### config.mk
export PLATFORM = sky130hd
export DESIGN_NAME = text_box_glyph_layout
export DESIGN_NICKNAME = d
export VERILOG_FILES = /design/src/sv/tbgl_pkg.sv /design/src/sv/tbgl_state_mem.sv /design/src/sv/tbgl_tab_div.sv /design/src/sv/text_box_glyph_layout.sv
export SDC_FILE = /design/constraint.sdc
export NUM_CORES = 1
export LEC_CHECK = 0
export BUFFER_PORTS_ARGS = -buffer_cell sky130_fd_sc_hd__buf_2
export CELL_PAD_IN_SITES_DETAIL_PLACEMENT = 1
export CELL_PAD_IN_SITES_GLOBAL_PLACEMENT = 1
export CORE_MARGIN = 10
export CORE_UTILIZATION = 53
export CTS_CLUSTER_DIAMETER = 120
export DETAILED_ROUTE_END_ITERATION = 6
export PLACE_DENSITY_LB_ADDON = 0.1
export SKIP_LAST_GASP = 1
export SLEW_MARGIN = 10
export SYNTH_ARGS = -nofsm -noshare
export SYNTH_HDL_FRONTEND = slang
export SYNTH_HIERARCHICAL = 1
export SYNTH_SLANG_ARGS = --single-unit
### constraint.sdc
create_clock -name aclk -period 14.5 [get_ports aclk]
set_clock_uncertainty 0.1 [all_clocks]
set_input_delay 2.175 -clock aclk [delete_from_list [all_inputs] [get_ports aclk]]
set_output_delay 2.175 -clock aclk [all_outputs]
set_load 0.01 [all_outputs]
### src/sv/tbgl_pkg.sv
// tbgl_pkg: shared types, register indexes, character codes and font table
// for the text box glyph layout block
// no dependencies
package tbgl_pkg;

    localparam int CX_W    = 12;
    localparam int CY_W    = 11;
    localparam int CFG_W   = 16;
    localparam int CFG_A_W = 3;
    localparam int TAB_W   = 8;
    localparam int DVD_W   = 13;

    // configuration register indexes
    typedef enum logic [CFG_A_W-1:0] {
        CFG_ORIGIN_X     = 3'd0,
        CFG_ORIGIN_Y     = 3'd1,
        CFG_BOX_WIDTH    = 3'd2,
        CFG_BOX_HEIGHT   = 3'd3,
        CFG_LINE_HEIGHT  = 3'd4,
        CFG_SPACE_WIDTH  = 3'd5,
        CFG_TAB_WIDTH    = 3'd6,
        CFG_TEXTURE_BASE = 3'd7
    } cfg_idx_t;

    // character codes
    localparam logic [7:0] CHR_NUL   = 8'h00;
    localparam logic [7:0] CHR_TAB   = 8'h09;
    localparam logic [7:0] CHR_LF    = 8'h0a;
    localparam logic [7:0] CHR_CR    = 8'h0d;
    localparam logic [7:0] CHR_SPACE = 8'h20;
    localparam logic [7:0] CHR_FIRST = 8'h21;
    localparam logic [7:0] CHR_LAST  = 8'h7f;

    localparam logic [3:0] GLYPH_H = 4'd9;

    // cursor state held in the state memory
    typedef struct packed {
        logic [CX_W-1:0] cursor_x;
        logic [CY_W-1:0] cursor_y;
        logic            stopped;
    } tbgl_state_t;

    localparam tbgl_state_t STATE_RESET = '{cursor_x: '0, cursor_y: '0, stopped: 1'b1};

    // glyph widths, indexed by code minus the first printable code
    localparam logic [3:0] GLYPH_W [0:94] = '{
        4'd2, 4'd4, 4'd6, 4'd6, 4'd6, 4'd6, 4'd2, 4'd3, 4'd3, 4'd4, 4'd6, 4'd3, 4'd6, 4'd2,
        4'd6, 4'd6, 4'd6, 4'd6, 4'd6, 4'd6, 4'd6, 4'd6, 4'd6, 4'd6, 4'd6, 4'd2, 4'd3, 4'd6,
        4'd6, 4'd6, 4'd6, 4'd6, 4'd6, 4'd6, 4'd6, 4'd6, 4'd6, 4'd6, 4'd6, 4'd6, 4'd4, 4'd5,
        4'd6, 4'd6, 4'd6, 4'd6, 4'd6, 4'd6, 4'd6, 4'd6, 4'd6, 4'd6, 4'd6, 4'd6, 4'd6, 4'd6,
        4'd6, 4'd6, 4'd3, 4'd6, 4'd3, 4'd4, 4'd6, 4'd3, 4'd6, 4'd6, 4'd6, 4'd6, 4'd6, 4'd5,
        4'd6, 4'd5, 4'd2, 4'd4, 4'd5, 4'd2, 4'd6, 4'd5, 4'd6, 4'd6, 4'd6, 4'd6, 4'd6, 4'd5,
        4'd5, 4'd6, 4'd6, 4'd6, 4'd6, 4'd5, 4'd4, 4'd2, 4'd4, 4'd6, 4'd6
    };

endpackage

### src/sv/tbgl_state_mem.sv
// tbgl_state_mem: single-entry synchronous state memory with a registered read
// uses tbgl_pkg for the state type and its reset value
// an entry never written reads as the reset state
module tbgl_state_mem (
    input  logic                  aclk,
    input  logic                  aresetn,
    input  logic                  wr_en,
    input  tbgl_pkg::tbgl_state_t wr_data,
    input  logic                  rd_en,
    output tbgl_pkg::tbgl_state_t rd_data
);

    tbgl_pkg::tbgl_state_t mem [0:0];
    tbgl_pkg::tbgl_state_t rd_data_reg;
    logic                  valid_reg;
    logic                  rd_valid_reg;

    // storage array, no reset
    always_ff @(posedge aclk) begin
        if (wr_en) begin
            mem[0] <= wr_data;
        end
        if (rd_en) begin
            rd_data_reg <= mem[0];
        end
    end

    // entry valid flag and registered read flag
    always_ff @(posedge aclk) begin
        if (!aresetn) begin
            valid_reg    <= 1'b0;
            rd_valid_reg <= 1'b0;
        end else begin
            if (wr_en) begin
                valid_reg <= 1'b1;
            end
            if (rd_en) begin
                rd_valid_reg <= valid_reg;
            end
        end
    end

    assign rd_data = rd_valid_reg ? rd_data_reg : tbgl_pkg::STATE_RESET;

endmodule

### src/sv/tbgl_tab_div.sv
// tbgl_tab_div: restoring remainder unit, one quotient bit per cycle
// uses tbgl_pkg for operand widths
module tbgl_tab_div (
    input  logic                         aclk,
    input  logic                         aresetn,
    input  logic                         start,
    input  logic [tbgl_pkg::DVD_W-1:0]   dividend,
    input  logic [tbgl_pkg::TAB_W-1:0]   divisor,
    output logic                         done,
    output logic [tbgl_pkg::TAB_W-1:0]   remainder
);

    localparam int CNT_W = $clog2(tbgl_pkg::DVD_W + 1);

    logic [tbgl_pkg::DVD_W-1:0] dvd_reg;
    logic [tbgl_pkg::TAB_W-1:0] dsr_reg;
    logic [tbgl_pkg::TAB_W-1:0] rem_reg;
    logic [CNT_W-1:0]           cnt_reg;
    logic                       busy_reg;
    logic                       done_reg;
    logic [tbgl_pkg::TAB_W:0]   trial;
    logic [tbgl_pkg::TAB_W:0]   diff;

    // one trial subtraction per cycle
    always_comb begin
        trial = {rem_reg, dvd_reg[tbgl_pkg::DVD_W-1]};
        diff  = trial - {1'b0, dsr_reg};
    end

    // control
    always_ff @(posedge aclk) begin
        if (!aresetn) begin
            busy_reg <= 1'b0;
            done_reg <= 1'b0;
            cnt_reg  <= '0;
        end else begin
            done_reg <= 1'b0;
            if (start) begin
                busy_reg <= 1'b1;
                cnt_reg  <= CNT_W'(tbgl_pkg::DVD_W);
            end else if (busy_reg) begin
                cnt_reg <= cnt_reg - 1'b1;
                if (cnt_reg == CNT_W'(1)) begin
                    busy_reg <= 1'b0;
                    done_reg <= 1'b1;
                end
            end
        end
    end

    // datapath
    always_ff @(posedge aclk) begin
        if (start) begin
            dvd_reg <= dividend;
            dsr_reg <= divisor;
            rem_reg <= '0;
        end else if (busy_reg) begin
            dvd_reg <= {dvd_reg[tbgl_pkg::DVD_W-2:0], 1'b0};
            if (!diff[tbgl_pkg::TAB_W]) begin
                rem_reg <= diff[tbgl_pkg::TAB_W-1:0];
            end else begin
                rem_reg <= trial[tbgl_pkg::TAB_W-1:0];
            end
        end
    end

    assign done      = done_reg;
    assign remainder = rem_reg;

endmodule

### src/sv/text_box_glyph_layout.sv
// text_box_glyph_layout: one character per transfer, taken only when idle;
// a glyph is registered in ACT (or in EMIT on a stall) and a tab waits on
// the one-bit-per-cycle remainder unit. The cursor state is read from and
// written back to a single-entry state memory for each character.
// Reset (aresetn low, synchronous) loads register defaults and the state
// memory reads as stopped with the cursor at zero until first written.
// depends on tbgl_pkg, tbgl_state_mem, tbgl_tab_div
module text_box_glyph_layout (
    input  logic                           aclk,
    input  logic                           aresetn,
    input  logic                           cfg_we,
    input  logic [tbgl_pkg::CFG_A_W-1:0]   cfg_addr,
    input  logic [tbgl_pkg::CFG_W-1:0]     cfg_wdata,
    input  logic                           s_valid,
    output logic                           s_ready,
    input  logic [7:0]                     s_char_code,
    input  logic                           s_first_of_string,
    output logic                           m_valid,
    input  logic                           m_ready,
    output logic [10:0]                    m_screen_x,
    output logic [9:0]                     m_screen_y,
    output logic [7:0]                     m_tex_u,
    output logic [7:0]                     m_tex_v,
    output logic [3:0]                     m_glyph_width,
    output logic [3:0]                     m_glyph_height
);

    typedef enum logic [2:0] {
        S_IDLE,
        S_EVAL,
        S_ACT,
        S_DIV,
        S_EMIT
    } fsm_t;

    fsm_t state_reg;

    // configuration registers
    logic [9:0]  origin_x_reg;
    logic [8:0]  origin_y_reg;
    logic [9:0]  box_width_reg;
    logic [8:0]  box_height_reg;
    logic [7:0]  line_height_reg;
    logic [7:0]  space_width_reg;
    logic [7:0]  tab_width_reg;
    logic [15:0] texture_base_reg;

    // item and working cursor
    logic [7:0]                code_reg;
    logic                      first_reg;
    logic [tbgl_pkg::CX_W-1:0] cx_reg;
    logic [tbgl_pkg::CY_W-1:0] cy_reg;
    logic [tbgl_pkg::DVD_W-1:0] t_reg;

    // output register
    logic        m_valid_reg;
    logic [10:0] screen_x_reg;
    logic [9:0]  screen_y_reg;
    logic [7:0]  tex_u_reg;
    logic [7:0]  tex_v_reg;
    logic [3:0]  glyph_w_reg;

    // state memory ports
    tbgl_pkg::tbgl_state_t mem_rd;
    tbgl_pkg::tbgl_state_t mem_wr;
    logic                  mem_we;
    logic                  accept;

    // remainder unit
    logic                       div_start;
    logic                       div_done;
    logic [tbgl_pkg::TAB_W-1:0] div_rem;

    // evaluation signals
    tbgl_pkg::tbgl_state_t     s0;
    logic [10:0]               right_edge;
    logic                      wrap;
    logic [tbgl_pkg::CX_W-1:0] cx_wrap;
    logic [tbgl_pkg::CY_W-1:0] cy_wrap;
    logic signed [12:0]        rel;
    logic                      past_bottom;
    logic [tbgl_pkg::DVD_W-1:0] t_next;
    logic [tbgl_pkg::DVD_W-1:0] tab_x;
    logic [7:0]                code_fix;
    logic [6:0]                pos;
    logic [6:0]                gidx;
    logic [3:0]                gw;
    logic [7:0]                tex_u_next;
    logic [7:0]                tex_v_next;
    logic                      out_free;
    logic                      is_glyph;
    logic                      emit;

    assign accept   = s_valid && s_ready;
    assign s_ready  = (state_reg == S_IDLE);
    assign out_free = !m_valid_reg || m_ready;

    // a glyph enters the output register
    assign emit = out_free && ((state_reg == S_EMIT)
                || (state_reg == S_ACT && !past_bottom && !div_start && is_glyph));

    // configuration writes
    always_ff @(posedge aclk) begin
        if (!aresetn) begin
            origin_x_reg     <= 10'd5;
            origin_y_reg     <= 9'd5;
            box_width_reg    <= 10'd310;
            box_height_reg   <= 9'd230;
            line_height_reg  <= 8'd10;
            space_width_reg  <= 8'd4;
            tab_width_reg    <= 8'd32;
            texture_base_reg <= 16'd0;
        end else if (cfg_we) begin
            case (cfg_addr)
                tbgl_pkg::CFG_ORIGIN_X:     origin_x_reg     <= cfg_wdata[9:0];
                tbgl_pkg::CFG_ORIGIN_Y:     origin_y_reg     <= cfg_wdata[8:0];
                tbgl_pkg::CFG_BOX_WIDTH:    box_width_reg    <= cfg_wdata[9:0];
                tbgl_pkg::CFG_BOX_HEIGHT:   box_height_reg   <= cfg_wdata[8:0];
                tbgl_pkg::CFG_LINE_HEIGHT:  line_height_reg  <= cfg_wdata[7:0];
                tbgl_pkg::CFG_SPACE_WIDTH:  space_width_reg  <= cfg_wdata[7:0];
                tbgl_pkg::CFG_TAB_WIDTH:    tab_width_reg    <= cfg_wdata[7:0];
                tbgl_pkg::CFG_TEXTURE_BASE: texture_base_reg <= cfg_wdata;
                default: ;
            endcase
        end
    end

    // start of string and right edge wrap, from the memory read data
    always_comb begin
        s0 = mem_rd;
        if (first_reg) begin
            s0.cursor_x = {2'b00, origin_x_reg};
            s0.cursor_y = {2'b00, origin_y_reg};
            s0.stopped  = 1'b0;
        end
        right_edge = {1'b0, origin_x_reg} + {1'b0, box_width_reg};
        wrap       = s0.cursor_x >= {1'b0, right_edge};
        cx_wrap    = wrap ? {2'b00, origin_x_reg} : s0.cursor_x;
        cy_wrap    = wrap ? (s0.cursor_y + {3'b000, line_height_reg}) : s0.cursor_y;
    end

    // bottom edge test and cursor moves on the registered cursor
    always_comb begin
        rel         = $signed({2'b00, cy_reg}) - $signed({4'b0000, origin_y_reg})
                    + $signed({5'b00000, line_height_reg});
        past_bottom = rel > $signed({4'b0000, box_height_reg});
        t_next      = {1'b0, cx_reg} + {5'b00000, tab_width_reg} - 1'b1;
        tab_x       = t_reg - {5'b00000, div_rem};
    end

    // glyph lookup and texture coordinates
    always_comb begin
        if (code_reg < tbgl_pkg::CHR_FIRST || code_reg > tbgl_pkg::CHR_LAST) begin
            code_fix = tbgl_pkg::CHR_LAST;
        end else begin
            code_fix = code_reg;
        end
        pos        = code_fix[6:0] - tbgl_pkg::CHR_SPACE[6:0];
        gidx       = pos - 7'd1;
        gw         = tbgl_pkg::GLYPH_W[gidx];
        tex_u_next = texture_base_reg[7:0] + ({4'b0000, pos[3:0]} * 8'd6);
        tex_v_next = texture_base_reg[15:8] + ({5'b00000, pos[6:4]} * 8'd9);
        is_glyph   = !((code_reg == tbgl_pkg::CHR_TAB) || (code_reg == tbgl_pkg::CHR_CR)
                    || (code_reg == tbgl_pkg::CHR_LF) || (code_reg == tbgl_pkg::CHR_SPACE));
    end

    // state write-back
    always_comb begin
        mem_we    = 1'b0;
        mem_wr    = s0;
        div_start = 1'b0;
        case (state_reg)
            S_EVAL: begin
                if (s0.stopped) begin
                    mem_we = 1'b1;
                end else if (code_reg == tbgl_pkg::CHR_NUL) begin
                    mem_we         = 1'b1;
                    mem_wr.stopped = 1'b1;
                end
            end
            S_ACT: begin
                mem_wr.cursor_x = cx_reg;
                mem_wr.cursor_y = cy_reg;
                mem_wr.stopped  = 1'b0;
                mem_we          = 1'b1;
                if (past_bottom) begin
                    mem_wr.stopped = 1'b1;
                end else if (code_reg == tbgl_pkg::CHR_TAB) begin
                    if (tab_width_reg != '0) begin
                        mem_we    = 1'b0;
                        div_start = 1'b1;
                    end
                end else if (code_reg == tbgl_pkg::CHR_CR) begin
                    mem_wr.cursor_x = {2'b00, origin_x_reg};
                end else if (code_reg == tbgl_pkg::CHR_LF) begin
                    mem_wr.cursor_x = {2'b00, origin_x_reg};
                    mem_wr.cursor_y = cy_reg + {3'b000, line_height_reg};
                end else if (code_reg == tbgl_pkg::CHR_SPACE) begin
                    mem_wr.cursor_x = cx_reg + {4'b0000, space_width_reg};
                end else begin
                    mem_wr.cursor_x = cx_reg + {8'h00, gw};
                end
            end
            S_DIV: begin
                mem_wr.cursor_x = tab_x[tbgl_pkg::CX_W-1:0];
                mem_wr.cursor_y = cy_reg;
                mem_wr.stopped  = 1'b0;
                mem_we          = div_done;
            end
            default: ;
        endcase
    end

    // sequencer and output register
    always_ff @(posedge aclk) begin
        if (!aresetn) begin
            state_reg   <= S_IDLE;
            m_valid_reg <= 1'b0;
        end else begin
            if (emit) begin
                m_valid_reg <= 1'b1;
            end else if (m_valid_reg && m_ready) begin
                m_valid_reg <= 1'b0;
            end
            if ((state_reg == S_ACT || state_reg == S_EMIT) && out_free) begin
                screen_x_reg <= cx_reg[10:0];
                screen_y_reg <= cy_reg[9:0];
                tex_u_reg    <= tex_u_next;
                tex_v_reg    <= tex_v_next;
                glyph_w_reg  <= gw;
            end
            case (state_reg)
                S_IDLE: begin
                    if (accept) begin
                        state_reg <= S_EVAL;
                    end
                end
                S_EVAL: begin
                    if (s0.stopped || code_reg == tbgl_pkg::CHR_NUL) begin
                        state_reg <= S_IDLE;
                    end else begin
                        state_reg <= S_ACT;
                    end
                end
                S_ACT: begin
                    if (past_bottom) begin
                        state_reg <= S_IDLE;
                    end else if (div_start) begin
                        state_reg <= S_DIV;
                    end else if (is_glyph) begin
                        if (out_free) begin
                            state_reg <= S_IDLE;
                        end else begin
                            state_reg <= S_EMIT;
                        end
                    end else begin
                        state_reg <= S_IDLE;
                    end
                end
                S_DIV: begin
                    if (div_done) begin
                        state_reg <= S_IDLE;
                    end
                end
                S_EMIT: begin
                    if (out_free) begin
                        state_reg <= S_IDLE;
                    end
                end
                default: state_reg <= S_IDLE;
            endcase
        end
    end

    // item capture and working cursor
    always_ff @(posedge aclk) begin
        if (accept) begin
            code_reg  <= s_char_code;
            first_reg <= s_first_of_string;
        end
        if (state_reg == S_EVAL) begin
            cx_reg <= cx_wrap;
            cy_reg <= cy_wrap;
        end
        if (state_reg == S_ACT) begin
            t_reg <= t_next;
        end
    end

    tbgl_state_mem u_state_mem (
        .aclk    (aclk),
        .aresetn (aresetn),
        .wr_en   (mem_we),
        .wr_data (mem_wr),
        .rd_en   (accept),
        .rd_data (mem_rd)
    );

    tbgl_tab_div u_tab_div (
        .aclk      (aclk),
        .aresetn   (aresetn),
        .start     (div_start),
        .dividend  (t_next),
        .divisor   (tab_width_reg),
        .done      (div_done),
        .remainder (div_rem)
    );

    assign m_valid        = m_valid_reg;
    assign m_screen_x     = screen_x_reg;
    assign m_screen_y     = screen_y_reg;
    assign m_tex_u        = tex_u_reg;
    assign m_tex_v        = tex_v_reg;
    assign m_glyph_width  = glyph_w_reg;
    assign m_glyph_height = tbgl_pkg::GLYPH_H;

endmodule

==> results.py <==
metrics = {
    "clock_network": {
        "clk_path_buf_depth": 3,
        "cts_buffers": 29,
        "cts_root_buf": "clkbuf_16",
        "ctsResizeCount": 0,
        "cts_tree": "done",
        "htree_levels": 1,
        "clk_pin_slew_worst_paths_ns": 0.06,
        "cts_setup_buffers": 0,
        "hold_buffers": 0,
        "insertion_delay_ns": 0.58,
        "numClockSinks": 251,
    },
    "detailed_routing": {
        "drtIter0Drc": 872,
        "post-route-drc-count": 0,
        "routed_wl_um": 49400,
        "ant_nets": 0,
        "drt_pass1_iterations": 5,
        "routed_via_density": 6.06,
        "vias": 12700,
        "avgRoutedWirePerCell_um": 23.6,
    },
    "finish": {
        "nNetsFinal": 1874,
        "finalNonFillerCells": 2094,
        "nFillCells": 3259,
        "areaGrowthSynthToFinish_pct": 11.5,
        "multi_input_area_mm2": 0.00820,
        "register_area_mm2": 0.00656,
        "post-route-cell-area_mm2": 0.0173,
        "drive_gt1_share_pct": 12.4,
    },
    "critical_path": {
        "crit_chain": "or4_1, o21ai_1, a21o_1, nor2_1, ha_1, nand2_1, xor2_1, a21oi_1, a211oi_1, o221ai_1, o31ai_1, mux2_2, ha_1, inv_1, fa_1, nor2b_1, o21ai_0, a21oi_1, nor2_1, o21ai_0, a21oi_1, o31a_1, a21oi_1, o221ai_1",
        "cp_data_required_time_ns": 14.72,
        "start_kind": "flop",
        "slowest_stage": "or4_1",
        "max_stage_delay_ns": 0.62,
        "end_kind": "flop",
        "worstPathMaxFanout": 9,
        "arrival_ns": 7.08,
        "cpMostUsedCell": "a21oi_1",
        "crit_type": "flop to flop",
    },
    "logic_synthesis": {
        "synthFlopType": "edfxtp_1",
        "yosys.area.top_type_share_pct": 29.7,
        "yosysUniqueCellTypes": 85,
        "synthTopCellsByArea": "edfxtp_1, dfxtp_1, ha_1, nand2_1, a21oi_1",
        "synth_cells": 1622,
        "synth_top_family_by_area": "simple AND/OR/NAND/NOR gates",
        "synth_xor_area_share_pct": 4.63,
        "synth_compound_area_share_pct": 15.6,
        "muxShareOfSynthArea_pct": 3.66,
        "synthAdderAreaFrac_pct": 13.1,
        "synth_area_leader_cell": "edfxtp_1",
        "ys_seq_elements": 251,
        "synth-async-reset-ratio_pct": 0,
        "syn_area_mm2": 0.0155,
        "avgSynthCellArea_um2": 9.55,
        "yosys.area_share.simple_pct": 15.6,
        "synth-edff-count": 153,
        "yosysWarnings": 6,
        "seq_area_frac_synth_pct": 42.3,
    },
    "sta": {
        "max_freq_mhz": 146,
        "fin_setup_tns_ns": 0,
        "slew_viol_final": 0,
        "maxSlewHeadroom_pct": 17.5,
        "worst_pin_slew_ns": 1.23,
        "period_share_pct": 47.3,
        "post-route-min-period_ns": 6.86,
        "rsz0062_at_grt": "false",
        "setup_viol": 0,
        "finalHoldViolCount": 0,
        "hold_ws_ns": 0.317,
    },
    "die": {
        "die_w_um": 191,
        "die-area_mm2": 0.0364,
        "fp-row-count": 62,
        "ios": 80,
        "die_h_um": 191,
        "initial_core_util_pct": 53.8,
        "core_mm2": 0.0288,
    },
    "power": {
        "power_density_mw_per_mm2": 113,
        "p_total_mw": 1.94,
        "leakagePower_nw": 7.00,
        "peakVddDrop_mv": 0.105,
    },
    "global_route": {
        "grt_pass1_vias": 13400,
        "grt_overflow": 0,
        "grt_pass1_wl_um": 76600,
        "grt_max_degree": 64,
        "grt_use_total_pct": 26.7,
        "antenna_found_initial": 2,
    },
    "placement": {
        "post-place-cells": 2039,
        "gp_congestion": 0.840,
        "postPlaceCellArea_mm2": 0.0162,
        "dp_hpwl_um": 35100,
        "io_buffers": 74,
    },
    "outcome": {
        "status": "complete, no violations",
    },
    "run": {
        "maxCapViolCount": 0,
    },
    "hold_path": {
        "hold_path.class": "flop to flop",
    },
}
==> stage by stage <==
stage	util (%)	worst slack [ns]
6_report	60.0	7.64
5_1_grt	60.0	7.25
4_1_cts	60.0	7.79
3_5_place_dp	56.4	7.80
3_3_place_gp	56.4	7.98
2_1_floorplan	-	5.19
==> where the power goes <==
part	total, mW	internal (mW)	switching (mW)
registers	0.809	0.786	0.0234
logic	0.336	0.126	0.210
clock network	0.796	0.486	0.310
==> cells in the mapped netlist, types with 5 or more instances <==
| cell | number |
|---|---|
| a21o_1 | 22 |
| dfxtp_1 | 98 |
| o21ai_1 | 5 |
| nor2_1 | 112 |
| nand2_1 | 217 |
| inv_1 | 131 |
| and2_2 | 17 |
| xor2_1 | 26 |
| fa_1 | 12 |
| xnor2_1 | 54 |
| edfxtp_1 | 153 |
| o21a_1 | 10 |
| ha_1 | 143 |
| buf_4 | 6 |
| or3_1 | 10 |
| nand4_1 | 7 |
| nor3_1 | 19 |
| mux2_2 | 29 |
| nand3_1 | 32 |
| o31a_1 | 6 |
| o22ai_1 | 12 |
| a2111oi_0 | 6 |
| mux2i_1 | 24 |
| o21bai_1 | 12 |
| a31oi_1 | 8 |
| clkbuf_1 | 43 |
| clkbuf_2 | 5 |
| nor2b_1 | 22 |
| a211oi_1 | 19 |
| o211ai_1 | 16 |
| o31ai_1 | 7 |
| o21ai_0 | 50 |
| and2_1 | 15 |
| a21oi_1 | 150 |
| nand2b_1 | 25 |
==> layout make-up <==
| type | instances | area share, % |
|---|---|---|
| Multi-Input combinational cell | 1182 | 47.5 |
| Sequential cell | 251 | 38.0 |
| Clock buffer | 42 | 5.02 |
| Inverter | 132 | 2.87 |
| Timing Repair Buffer | 90 | 2.84 |
| Tap cell | 384 | 2.78 |
| Clock inverter | 12 | 0.986 |
| Antenna cell | 1 | 0.0145 |
==> cells by family (layout without fill, tap and decap cells) <==
family / after synthesis / after routing
adders and majority gates: 155 / 155
xor gates and xnor gates: 81 / 81
muxes: 53 / 53
buffers and inverters: 193 / 276
other: 2 / 7
AOI/OAI and AO/OA: 374 / 374
DFF: 251 / 251
and+or+nand+nor: 513 / 513
==> final timing paths <==
kind / start / end / slack [ns] / cells after the start
setup / recovery: code_reg[4] / u_state_mem/mem[0][22] / 7.64 / 24
hold / removal: u_state_mem/mem[0][4] / u_state_mem/rd_data_reg[4] / 0.32 / 0
setup reg to reg: code_reg[4] / u_state_mem/mem[0][22] / 7.64 / 24
hold reg to reg: u_state_mem/mem[0][4] / u_state_mem/rd_data_reg[4] / 0.32 / 0
==> worst max-delay path, delay by kind of cell (launching register included) <==
kind	cells	cell delay, ns
buffers and inverters	1	0.06
AOI/OAI and AO/OA	13	2.86
muxes	1	0.23
DFF	1	0.52
adders and majority gates	3	0.90
and+or+nand+nor	5	1.36
xor gates and xnor gates	1	0.58
==> cell usage in the layout (no fill, tap or decap), types with 25 or more instances in the layout <==
cell	instances
nand2_1	217
edfxtp_1	153
a21oi_1	149
ha_1	143
inv_1	131
nor2_1	112
dfxtp_1	98
buf_2	74
xnor2_1	54
o21ai_0	50
nand3_1	32
clkbuf_16	31
mux2_2	29
xor2_1	26
nand2b_1	25
==> layer usage <==
metal / wire (µm) / vias to the layer above / GRT usage (%) / part of all wire, %
li1: - / 5849 / - / -
met2: 24500 / 353 / 46.1 / 50
met3: 2750 / 77 / 3.70 / 5.6
met5: 18 / - / 0 / 0.036
met1: 21100 / 6409 / 34.4 / 43
met4: 1040 / 2 / 6.75 / 2.1
No activity file was read; power rests on OpenSTA's default activity.
